File: src/dcd_pkg.sv
package dcd_pkg;

  localparam int unsigned CHAN_W      = 8;
  localparam int unsigned OMEGA_W     = 9;
  localparam int unsigned NUM_W       = 16;
  localparam int unsigned NUM_LANES   = 3;
  localparam int unsigned QUEUE_DEPTH = 2;

  localparam logic [CHAN_W-1:0]  ATMOS_LIMIT_RST = 8'd240;
  localparam logic [OMEGA_W-1:0] OMEGA_Q_RST     = 9'd243;

  // register indexes of the configuration port
  typedef enum logic [0:0] {
    REG_ATMOS_LIMIT = 1'b0,
    REG_OMEGA_Q     = 1'b1
  } reg_idx_t;

  // pixel kinds
  localparam logic KIND_ANALYZE = 1'b0;
  localparam logic KIND_CORRECT = 1'b1;

  // one correction request passed from front to back
  typedef struct packed {
    logic [CHAN_W-1:0] blue;
    logic [CHAN_W-1:0] green;
    logic [CHAN_W-1:0] red;
    logic              last;
    logic [CHAN_W-1:0] atmos;
    logic [CHAN_W-1:0] trans;
  } job_t;

  typedef enum logic [1:0] {
    S_IDLE,
    S_DIV,
    S_HOLD
  } back_state_t;

  // apply sign to the quotient magnitude, add A, clamp to 0..255
  function automatic logic [CHAN_W-1:0] sat_channel(
    input logic [NUM_W-1:0]  quo,
    input logic              neg,
    input logic [CHAN_W-1:0] atmos
  );
    logic signed [NUM_W+1:0] qs;
    logic signed [NUM_W+1:0] v;
    qs = neg ? -$signed({2'b00, quo}) : $signed({2'b00, quo});
    v  = qs + $signed({{(NUM_W+2-CHAN_W){1'b0}}, atmos});
    if (v < 0) begin
      return '0;
    end else if (v > $signed({{(NUM_W+2-CHAN_W){1'b0}}, {CHAN_W{1'b1}}})) begin
      return {CHAN_W{1'b1}};
    end else begin
      return v[CHAN_W-1:0];
    end
  endfunction

endpackage

File: src/dark_channel_dehaze_core.sv
// Dark channel dehaze core.
// Input channel (in_valid/in_ready): one BGR pixel per request with kind and
// last. The frame is sent twice: kind 0 pixels build the atmospheric light
// estimate (last latches it), kind 1 pixels are corrected and each gives one
// result on the output channel (out_valid/out_ready), with out_last copied.
// Analysis pixels give no result and are taken one per cycle while in_ready
// is high. A correction pixel goes to a short queue, then through a 16-step
// restoring divider (one quotient bit per cycle, three channels in
// parallel): it is popped from the queue, the 16 divide steps run, and the
// result is loaded into the output register with out_valid. The back end
// takes no new pixel from the queue until that result is loaded.
// in_ready drops only while the queue is full; a stalled receiver holds the
// result in the output register, then the divider, then fills the queue.
// The user writes configuration (cfg_we/cfg_index/cfg_data) while the core
// idles only; the core does not enforce this. Reset (rst, synchronous) sets
// atmos_limit=240, omega_q=243, clears running max, atmos light, queue, output.
module dark_channel_dehaze_core #(
  parameter int unsigned QDEPTH = dcd_pkg::QUEUE_DEPTH
) (
  input  logic                        clk,
  input  logic                        rst,
  input  logic                        in_valid,
  output logic                        in_ready,
  input  logic                        kind,
  input  logic [dcd_pkg::CHAN_W-1:0]  blue,
  input  logic [dcd_pkg::CHAN_W-1:0]  green,
  input  logic [dcd_pkg::CHAN_W-1:0]  red,
  input  logic                        last,
  output logic                        out_valid,
  input  logic                        out_ready,
  output logic [dcd_pkg::CHAN_W-1:0]  out_blue,
  output logic [dcd_pkg::CHAN_W-1:0]  out_green,
  output logic [dcd_pkg::CHAN_W-1:0]  out_red,
  output logic                        out_last,
  input  logic                        cfg_we,
  input  logic                        cfg_index,
  input  logic [dcd_pkg::OMEGA_W-1:0] cfg_data
);
  import dcd_pkg::*;

  logic [CHAN_W-1:0]  atmos_limit;
  logic [OMEGA_W-1:0] omega_q;
  logic               accept;
  logic               push;
  logic               pop;
  logic               q_full;
  logic               q_empty;
  job_t               job_in;
  job_t               job_out;

  // configuration registers
  always_ff @(posedge clk) begin
    if (rst) begin
      atmos_limit <= ATMOS_LIMIT_RST;
      omega_q     <= OMEGA_Q_RST;
    end else if (cfg_we) begin
      unique case (reg_idx_t'(cfg_index))
        REG_ATMOS_LIMIT: atmos_limit <= cfg_data[CHAN_W-1:0];
        REG_OMEGA_Q:     omega_q     <= cfg_data;
        default: ;
      endcase
    end
  end

  assign in_ready = !q_full;
  assign accept   = in_valid && in_ready;

  dcd_front u_front (
    .clk         (clk),
    .rst         (rst),
    .accept      (accept),
    .kind        (kind),
    .blue        (blue),
    .green       (green),
    .red         (red),
    .last        (last),
    .atmos_limit (atmos_limit),
    .omega_q     (omega_q),
    .push        (push),
    .job         (job_in)
  );

  dcd_queue #(.DEPTH(QDEPTH)) u_queue (
    .clk     (clk),
    .rst     (rst),
    .push    (push),
    .wr_data (job_in),
    .pop     (pop),
    .rd_data (job_out),
    .full    (q_full),
    .empty   (q_empty)
  );

  dcd_back u_back (
    .clk       (clk),
    .rst       (rst),
    .q_empty   (q_empty),
    .q_data    (job_out),
    .pop       (pop),
    .out_valid (out_valid),
    .out_ready (out_ready),
    .out_blue  (out_blue),
    .out_green (out_green),
    .out_red   (out_red),
    .out_last  (out_last)
  );

endmodule

File: src/dcd_front.sv
module dcd_front (
  input  logic                          clk,
  input  logic                          rst,
  input  logic                          accept,
  input  logic                          kind,
  input  logic [dcd_pkg::CHAN_W-1:0]    blue,
  input  logic [dcd_pkg::CHAN_W-1:0]    green,
  input  logic [dcd_pkg::CHAN_W-1:0]    red,
  input  logic                          last,
  input  logic [dcd_pkg::CHAN_W-1:0]    atmos_limit,
  input  logic [dcd_pkg::OMEGA_W-1:0]   omega_q,
  output logic                          push,
  output dcd_pkg::job_t                 job
);
  import dcd_pkg::*;

  logic [CHAN_W-1:0]          running_max;
  logic [CHAN_W-1:0]          atmos_light;
  logic [CHAN_W-1:0]          dark;
  logic [CHAN_W-1:0]          max_new;
  logic [OMEGA_W+CHAN_W-1:0]  prod;
  logic [CHAN_W:0]            scaled;
  logic [CHAN_W:0]            t_raw;

  // dark value: min of three channels
  always_comb begin
    dark = (blue < green) ? blue : green;
    if (red < dark) dark = red;
    max_new = (dark > running_max) ? dark : running_max;
  end

  // transmission: 255 - round(omega*dark/256), at least 1
  always_comb begin
    prod   = OMEGA_W'(omega_q) * (OMEGA_W+CHAN_W)'(dark);
    scaled = (CHAN_W+1)'((prod + (OMEGA_W+CHAN_W)'(128)) >> CHAN_W);
    t_raw  = (CHAN_W+1)'(255) - scaled;
    job.blue  = blue;
    job.green = green;
    job.red   = red;
    job.last  = last;
    job.atmos = atmos_light;
    if (scaled >= (CHAN_W+1)'(255)) begin
      job.trans = CHAN_W'(1);
    end else begin
      job.trans = t_raw[CHAN_W-1:0];
    end
    push = accept && (kind == KIND_CORRECT);
  end

  // analysis statistics
  always_ff @(posedge clk) begin
    if (rst) begin
      running_max <= '0;
      atmos_light <= '0;
    end else if (accept && kind == KIND_ANALYZE) begin
      if (last) begin
        atmos_light <= (atmos_limit < max_new) ? atmos_limit : max_new;
        running_max <= '0;
      end else begin
        running_max <= max_new;
      end
    end
  end

endmodule

File: src/dcd_queue.sv
module dcd_queue #(
  parameter int unsigned DEPTH = dcd_pkg::QUEUE_DEPTH
) (
  input  logic          clk,
  input  logic          rst,
  input  logic          push,
  input  dcd_pkg::job_t wr_data,
  input  logic          pop,
  output dcd_pkg::job_t rd_data,
  output logic          full,
  output logic          empty
);
  import dcd_pkg::*;

  localparam int unsigned PTR_W = (DEPTH > 1) ? $clog2(DEPTH) : 1;
  localparam int unsigned CNT_W = $clog2(DEPTH + 1);

  job_t             mem [DEPTH];
  logic [PTR_W-1:0] wr_ptr;
  logic [PTR_W-1:0] rd_ptr;
  logic [CNT_W-1:0] count;
  logic             do_push;
  logic             do_pop;

  assign full    = (count == CNT_W'(DEPTH));
  assign empty   = (count == '0);
  assign do_push = push && !full;
  assign do_pop  = pop && !empty;
  assign rd_data = mem[rd_ptr];

  // storage
  always_ff @(posedge clk) begin
    if (do_push) mem[wr_ptr] <= wr_data;
  end

  // pointers and fill count
  always_ff @(posedge clk) begin
    if (rst) begin
      wr_ptr <= '0;
      rd_ptr <= '0;
      count  <= '0;
    end else begin
      if (do_push) wr_ptr <= (wr_ptr == PTR_W'(DEPTH-1)) ? '0 : wr_ptr + 1'b1;
      if (do_pop)  rd_ptr <= (rd_ptr == PTR_W'(DEPTH-1)) ? '0 : rd_ptr + 1'b1;
      count <= count + CNT_W'(do_push) - CNT_W'(do_pop);
    end
  end

  a_no_overflow: assert property (@(posedge clk) disable iff (rst)
    !(push && full)) else $error("queue push while full");
  a_no_underflow: assert property (@(posedge clk) disable iff (rst)
    !(pop && empty)) else $error("queue pop while empty");
  a_count_range: assert property (@(posedge clk) disable iff (rst)
    count <= CNT_W'(DEPTH)) else $error("queue count out of range");

endmodule

File: src/dcd_back.sv
module dcd_back (
  input  logic                       clk,
  input  logic                       rst,
  input  logic                       q_empty,
  input  dcd_pkg::job_t              q_data,
  output logic                       pop,
  output logic                       out_valid,
  input  logic                       out_ready,
  output logic [dcd_pkg::CHAN_W-1:0] out_blue,
  output logic [dcd_pkg::CHAN_W-1:0] out_green,
  output logic [dcd_pkg::CHAN_W-1:0] out_red,
  output logic                       out_last
);
  import dcd_pkg::*;

  back_state_t       state;
  back_state_t       state_next;
  logic [3:0]        cnt;
  logic [CHAN_W-1:0] atmos;
  logic [CHAN_W-1:0] trans;
  logic              last_r;
  logic              load_out;
  logic [CHAN_W-1:0] chan     [NUM_LANES];
  logic [NUM_W-1:0]  quo      [NUM_LANES];
  logic [CHAN_W-1:0] rem      [NUM_LANES];
  logic              neg      [NUM_LANES];
  logic [CHAN_W-1:0] res      [NUM_LANES];

  assign chan[0] = q_data.blue;
  assign chan[1] = q_data.green;
  assign chan[2] = q_data.red;

  // sequencer
  always_comb begin
    state_next = state;
    pop        = 1'b0;
    load_out   = 1'b0;
    unique case (state)
      S_IDLE: begin
        if (!q_empty) begin
          pop        = 1'b1;
          state_next = S_DIV;
        end
      end
      S_DIV: begin
        if (cnt == 4'd15) state_next = S_HOLD;
      end
      S_HOLD: begin
        if (!out_valid || out_ready) begin
          load_out   = 1'b1;
          state_next = S_IDLE;
        end
      end
      default: state_next = S_IDLE;
    endcase
  end

  always_ff @(posedge clk) begin
    if (rst) begin
      state <= S_IDLE;
      cnt   <= '0;
    end else begin
      state <= state_next;
      if (state == S_DIV) cnt <= cnt + 1'b1;
      else                cnt <= '0;
    end
  end

  always_ff @(posedge clk) begin
    if (pop) begin
      atmos  <= q_data.atmos;
      trans  <= q_data.trans;
      last_r <= q_data.last;
    end
  end

  // one restoring divider per channel, one quotient bit per cycle
  for (genvar i = 0; i < NUM_LANES; i++) begin : g_lane
    logic [CHAN_W:0]   diff;
    logic [CHAN_W-1:0] mag;
    logic [CHAN_W:0]   rem_sh;
    logic              ge;

    always_comb begin
      diff   = {1'b0, chan[i]} - {1'b0, q_data.atmos};
      mag    = diff[CHAN_W] ? CHAN_W'(-diff) : diff[CHAN_W-1:0];
      rem_sh = {rem[i], quo[i][NUM_W-1]};
      ge     = (rem_sh >= {1'b0, trans});
      res[i] = sat_channel(quo[i], neg[i], atmos);
    end

    always_ff @(posedge clk) begin
      if (pop) begin
        // numerator magnitude = 255 * |c - A|
        quo[i] <= {mag, {CHAN_W{1'b0}}} - {{CHAN_W{1'b0}}, mag};
        rem[i] <= '0;
        neg[i] <= diff[CHAN_W];
      end else if (state == S_DIV) begin
        rem[i] <= ge ? CHAN_W'(rem_sh - {1'b0, trans}) : rem_sh[CHAN_W-1:0];
        quo[i] <= {quo[i][NUM_W-2:0], ge};
      end
    end
  end

  // output register
  always_ff @(posedge clk) begin
    if (rst) begin
      out_valid <= 1'b0;
    end else if (load_out) begin
      out_valid <= 1'b1;
    end else if (out_ready) begin
      out_valid <= 1'b0;
    end
  end

  always_ff @(posedge clk) begin
    if (load_out) begin
      out_blue  <= res[0];
      out_green <= res[1];
      out_red   <= res[2];
      out_last  <= last_r;
    end
  end

  a_trans_nonzero: assert property (@(posedge clk) disable iff (rst)
    (state == S_DIV) |-> (trans != '0)) else $error("divide by zero");
  a_div_len: assert property (@(posedge clk) disable iff (rst)
    (state == S_DIV && cnt == 4'd15) |=> (state == S_HOLD))
    else $error("divider did not finish after 16 steps");
  a_no_overwrite: assert property (@(posedge clk) disable iff (rst)
    load_out |-> (!out_valid || out_ready)) else $error("result overwritten");
  a_pop_idle: assert property (@(posedge clk) disable iff (rst)
    pop |-> (state == S_IDLE && !q_empty)) else $error("pop outside idle");

endmodule
File: config.mk
export PLATFORM = sky130hd
export DESIGN_NAME = dark_channel_dehaze_core
export DESIGN_NICKNAME = d
export VERILOG_FILES = /design/src/dcd_pkg.sv /design/src/dark_channel_dehaze_core.sv /design/src/dcd_front.sv /design/src/dcd_queue.sv /design/src/dcd_back.sv
export SDC_FILE = /design/constraint.sdc
export NUM_CORES = 1
export LEC_CHECK = 0
export CAP_MARGIN = 0
export CORE_MARGIN = 10
export CORE_UTILIZATION = 24
export CTS_BUF_LIST = sky130_fd_sc_hd__clkbuf_8 sky130_fd_sc_hd__clkbuf_16
export DETAILED_ROUTE_END_ITERATION = 6
export DONT_BUFFER_PORTS = 1
export GPL_TIMING_DRIVEN = 0
export PLACE_DENSITY = 0.38
export SLEW_MARGIN = 20
export SYNTH_ARGS = -nofsm -noshare
export SYNTH_HDL_FRONTEND = slang
export SYNTH_HIERARCHICAL = 1
export SYNTH_SLANG_ARGS = --single-unit
File: constraint.sdc
create_clock -name clk -period 14.93 [get_ports clk]
set_input_delay 0.7465 -clock clk [delete_from_list [all_inputs] [get_ports clk]]
set_output_delay 0.7465 -clock clk [all_outputs]
set_load 0.02 [all_outputs]
==> impl_metrics.csv <==
group,metric,value,unit
worst_setup_path,end_kind,"flop",
die,rows,102,
global_routing,grt_pass1_wl,82.6,mm
global_routing,grt_start_max_net_pins,42,
global_routing,grt_busiest_layer,"met2",
logic_synthesis,synth_cell_types,108,
worst_setup_path,cp.arrival,9560,ps
logic_synthesis,async_reset_ff_frac,0,
logic_synthesis,synth_ff_type,"edfxtp_1",
logic_synthesis,synth_commonest_cells,"edfxtp_1, inv_1, nor2_1",
placement,routabilityCongestion,0.815,
sta,period_share,0.619,
sta,period_needed,9240,ps
clock_network,cts_tree,"built",
final_layout,drive_gt1_frac,0.100,
run,drv_cap,0,
logic_synthesis,netlist_area,18900,µm²
global_routing,grt_pass1_vias,14000,
logic_synthesis,postSynthAreaPerCell,9.75,µm²
worst_setup_path,max_stage_delay,540,ps
logic_synthesis,synth_enable_flop_cells,199,
detailed_routing,wl_per_cell,17.3,µm
logic_synthesis,synth-adder-area-share,0.154,
logic_synthesis,yosys.area.top_type_share,0.316,
worst_setup_path,start_kind,"input port",
global_routing,met2_usage,0.182,
logic_synthesis,synth.most_common_cell,"edfxtp_1",
worst_setup_path,critPathMaxFanout,10,
final_layout,nFillCells,8179,
sta,fmax,108,MHz
global_routing,grt_overflow_total,0,
clock_network,htree_levels,1,
sta,fin_setup_tns,0,ps
global_routing,grt_usage,0.114,
final_layout,syn2layout_area_growth,13.3,%
die,fp.dieW,301,µm
logic_synthesis,yosysSeqAreaShare,0.364,
logic_synthesis,synth_compound_area_frac,0.166,
global_routing,grt_use_met3,0.0212,
worst_setup_path,cp_top_family,"adder cells",
logic_synthesis,netlist_instances,1938,
logic_synthesis,synth_top_family_by_area,"compound AO/OA/AOI/OAI gates",
logic_synthesis,syn_nets,2181,
sta,slew_viol_final,0,
detailed_routing,vias_per_cell,4.61,
worst_hold_path,hold_path.class,"input port to flop",
logic_synthesis,synth_area_leaders,"edfxtp_1, ha_1, fa_1",
sta,skew,17.1,ps
die,die_height,301,µm
status,status,"complete, no violations",
die,dieArea,90300,µm²
die,io_pins,68,
clock_network,clkTransAtPathRegs,60,ps
sta,max-slew-margin-rel,0.300,
clock_network,clock_latency,590,ps
worst_setup_path,crit_buf_inv,6,
detailed_routing,detail-route-antenna-nets,0,
global_routing,antenna_found_initial,0,
detailed_routing,drt_iter0_markers,779,
worst_setup_path,required,15250,ps
worst_setup_path,crit_path_start,"green[7]",
sta,final_hold_viol_count,0,
clock_network,post_cts_buffers,0,
worst_setup_path,r2r-start,"omega_q[3]",
die,initial_utilization,0.243,
logic_synthesis,synth_largest_area_cell,"edfxtp_1",
placement,dp_hpwl,41.8,mm
clock_network,hold_buffers,0,
detailed_routing,via_count,14000,
die,coreArea,77700,µm²
logic_synthesis,synth_xor_area_frac,0.0566,
global_routing,grt_use_met1,0.156,
logic_synthesis,muxShareOfSynthArea,0.0421,
placement,io_buffers,0,
clock_network,cts-root-buf,"clkbuf_16",
logic_synthesis,synth-simple-area-share,0.163,
sta,worst_pin_slew,1050,ps
logic_synthesis,ys_seq_elements,244,
clock_network,cts_buffer_depth,3,
clock_network,cts.sinks,244,
final_layout,fin_nets,2221,
worst_setup_path,criticalPathCategory,"input port to flop",
detailed_routing,drc,0,
worst_hold_path,min_from,"rst",
clock_network,cts_resized,0,
clock_network,numCtsBuffers,31,
worst_setup_path,slowest_stage,"fa_1",
sta,setup_viol,0,
sta,rsz0062_at_grt,"false",
detailed_routing,routed_wl,52.5,mm
detailed_routing,drt_pass1_iterations,5,
logic_synthesis,synth_warnings,6,
-- per-layer routing --
layer  vias up  part of all wire
met5         -                 0
met4         0             0.022
met3        53             0.041
met2       208              0.45
met1      6665              0.49
li1       7105                 -
-- registers in the layout (all words and copies together) (netlist names), 3 cells and up, named ones only --
register	flops
u_queue/mem	82
u_back/quo	48
u_back/rem	24
omega_q	9
atmos_limit	8
u_back/atmos	8
u_back/out_blue	8
u_back/out_green	8
u_back/out_red	8
u_back/trans	8
u_front/atmos_light	8
u_front/running_max	8
u_back/cnt	4
u_back/neg	3
-- cell usage in the layout (no fill, tap or decap), types with 35 or more instances in the layout --
| cell | Yosys | routed |
|---|---|---|
| xnor2_1 | 84 | 84 |
| xor2_1 | 38 | 38 |
| ha_1 | 152 | 152 |
| o21a_1 | 38 | 38 |
| o21ai_0 | 103 | 103 |
| and2_1 | 54 | 54 |
| inv_1 | 155 | 160 |
| nor2_1 | 155 | 155 |
| a21oi_1 | 116 | 115 |
| edfxtp_1 | 199 | 199 |
| nand2_1 | 127 | 127 |
| nor3_1 | 37 | 36 |
| fa_1 | 50 | 50 |
| nand3_1 | 47 | 47 |
| mux2_2 | 41 | 41 |
| nand2b_1 | 35 | 35 |
| dfxtp_1 | 45 | 45 |
-- area by class of cell --
class	count	area [µm²]	share of cell area
sequential	244	6880	0.321
buffer	80	444	0.0207
inverter	158	593	0.0277
clock inverter	24	270	0.0126
clock buffer	32	790	0.0369
multi-input combinational	1456	11000	0.514
tap	1040	1300	0.0608
antenna	1	2.50	0.000117
timing repair buffer	7	133	0.00619
-- cells by family after synthesis --
family / count (synthesis)
xor gates and xnor gates: 122
DFF: 244
adders and majority gates: 202
muxes: 74
and+or+nand+nor: 594
AOI/OAI and AO/OA: 464
buffers and inverters: 238
-- worst register-to-register path: stages, from the launching register on --
cell	delay, ps
dfxtp_1	580
nand2_1	140
fa_1	490
fa_1	500
inv_1	60
fa_1	520
inv_1	60
fa_1	540
inv_1	50
ha_1	290
nand4_1	100
o221ai_1	540
a41oi_1	260
o311a_1	430
a21oi_1	190
xnor2_1	210
a41o_1	270
or3_1	330
-- worst paths after layout --
path	to	slack, ps	cells after the start
setup / recovery	u_queue/mem[0][0]	5690	33
hold / removal	u_back/state[1]	240	1
setup reg to reg	u_queue/mem[0][0]	9100	17
hold reg to reg	u_back/cnt[0]	460	1
-- through the flow --
stage                      util  setup WS (ps)  area, µm²  hold WS [ps]  std cells
after global routing      0.275           5000      21400           205       3041
final                     0.275           5690      21400           238       3042
after global placement    0.260           5080      20200           451       2978
after floorplan               -           6560      18900           400       1938
after detailed placement  0.262           5050      20300           458       2985
after CTS                 0.275           5650      21400           203       3041
Power is not shown: default switching activity piles up to over one toggle a cycle in this logic, so the estimate is an artifact.
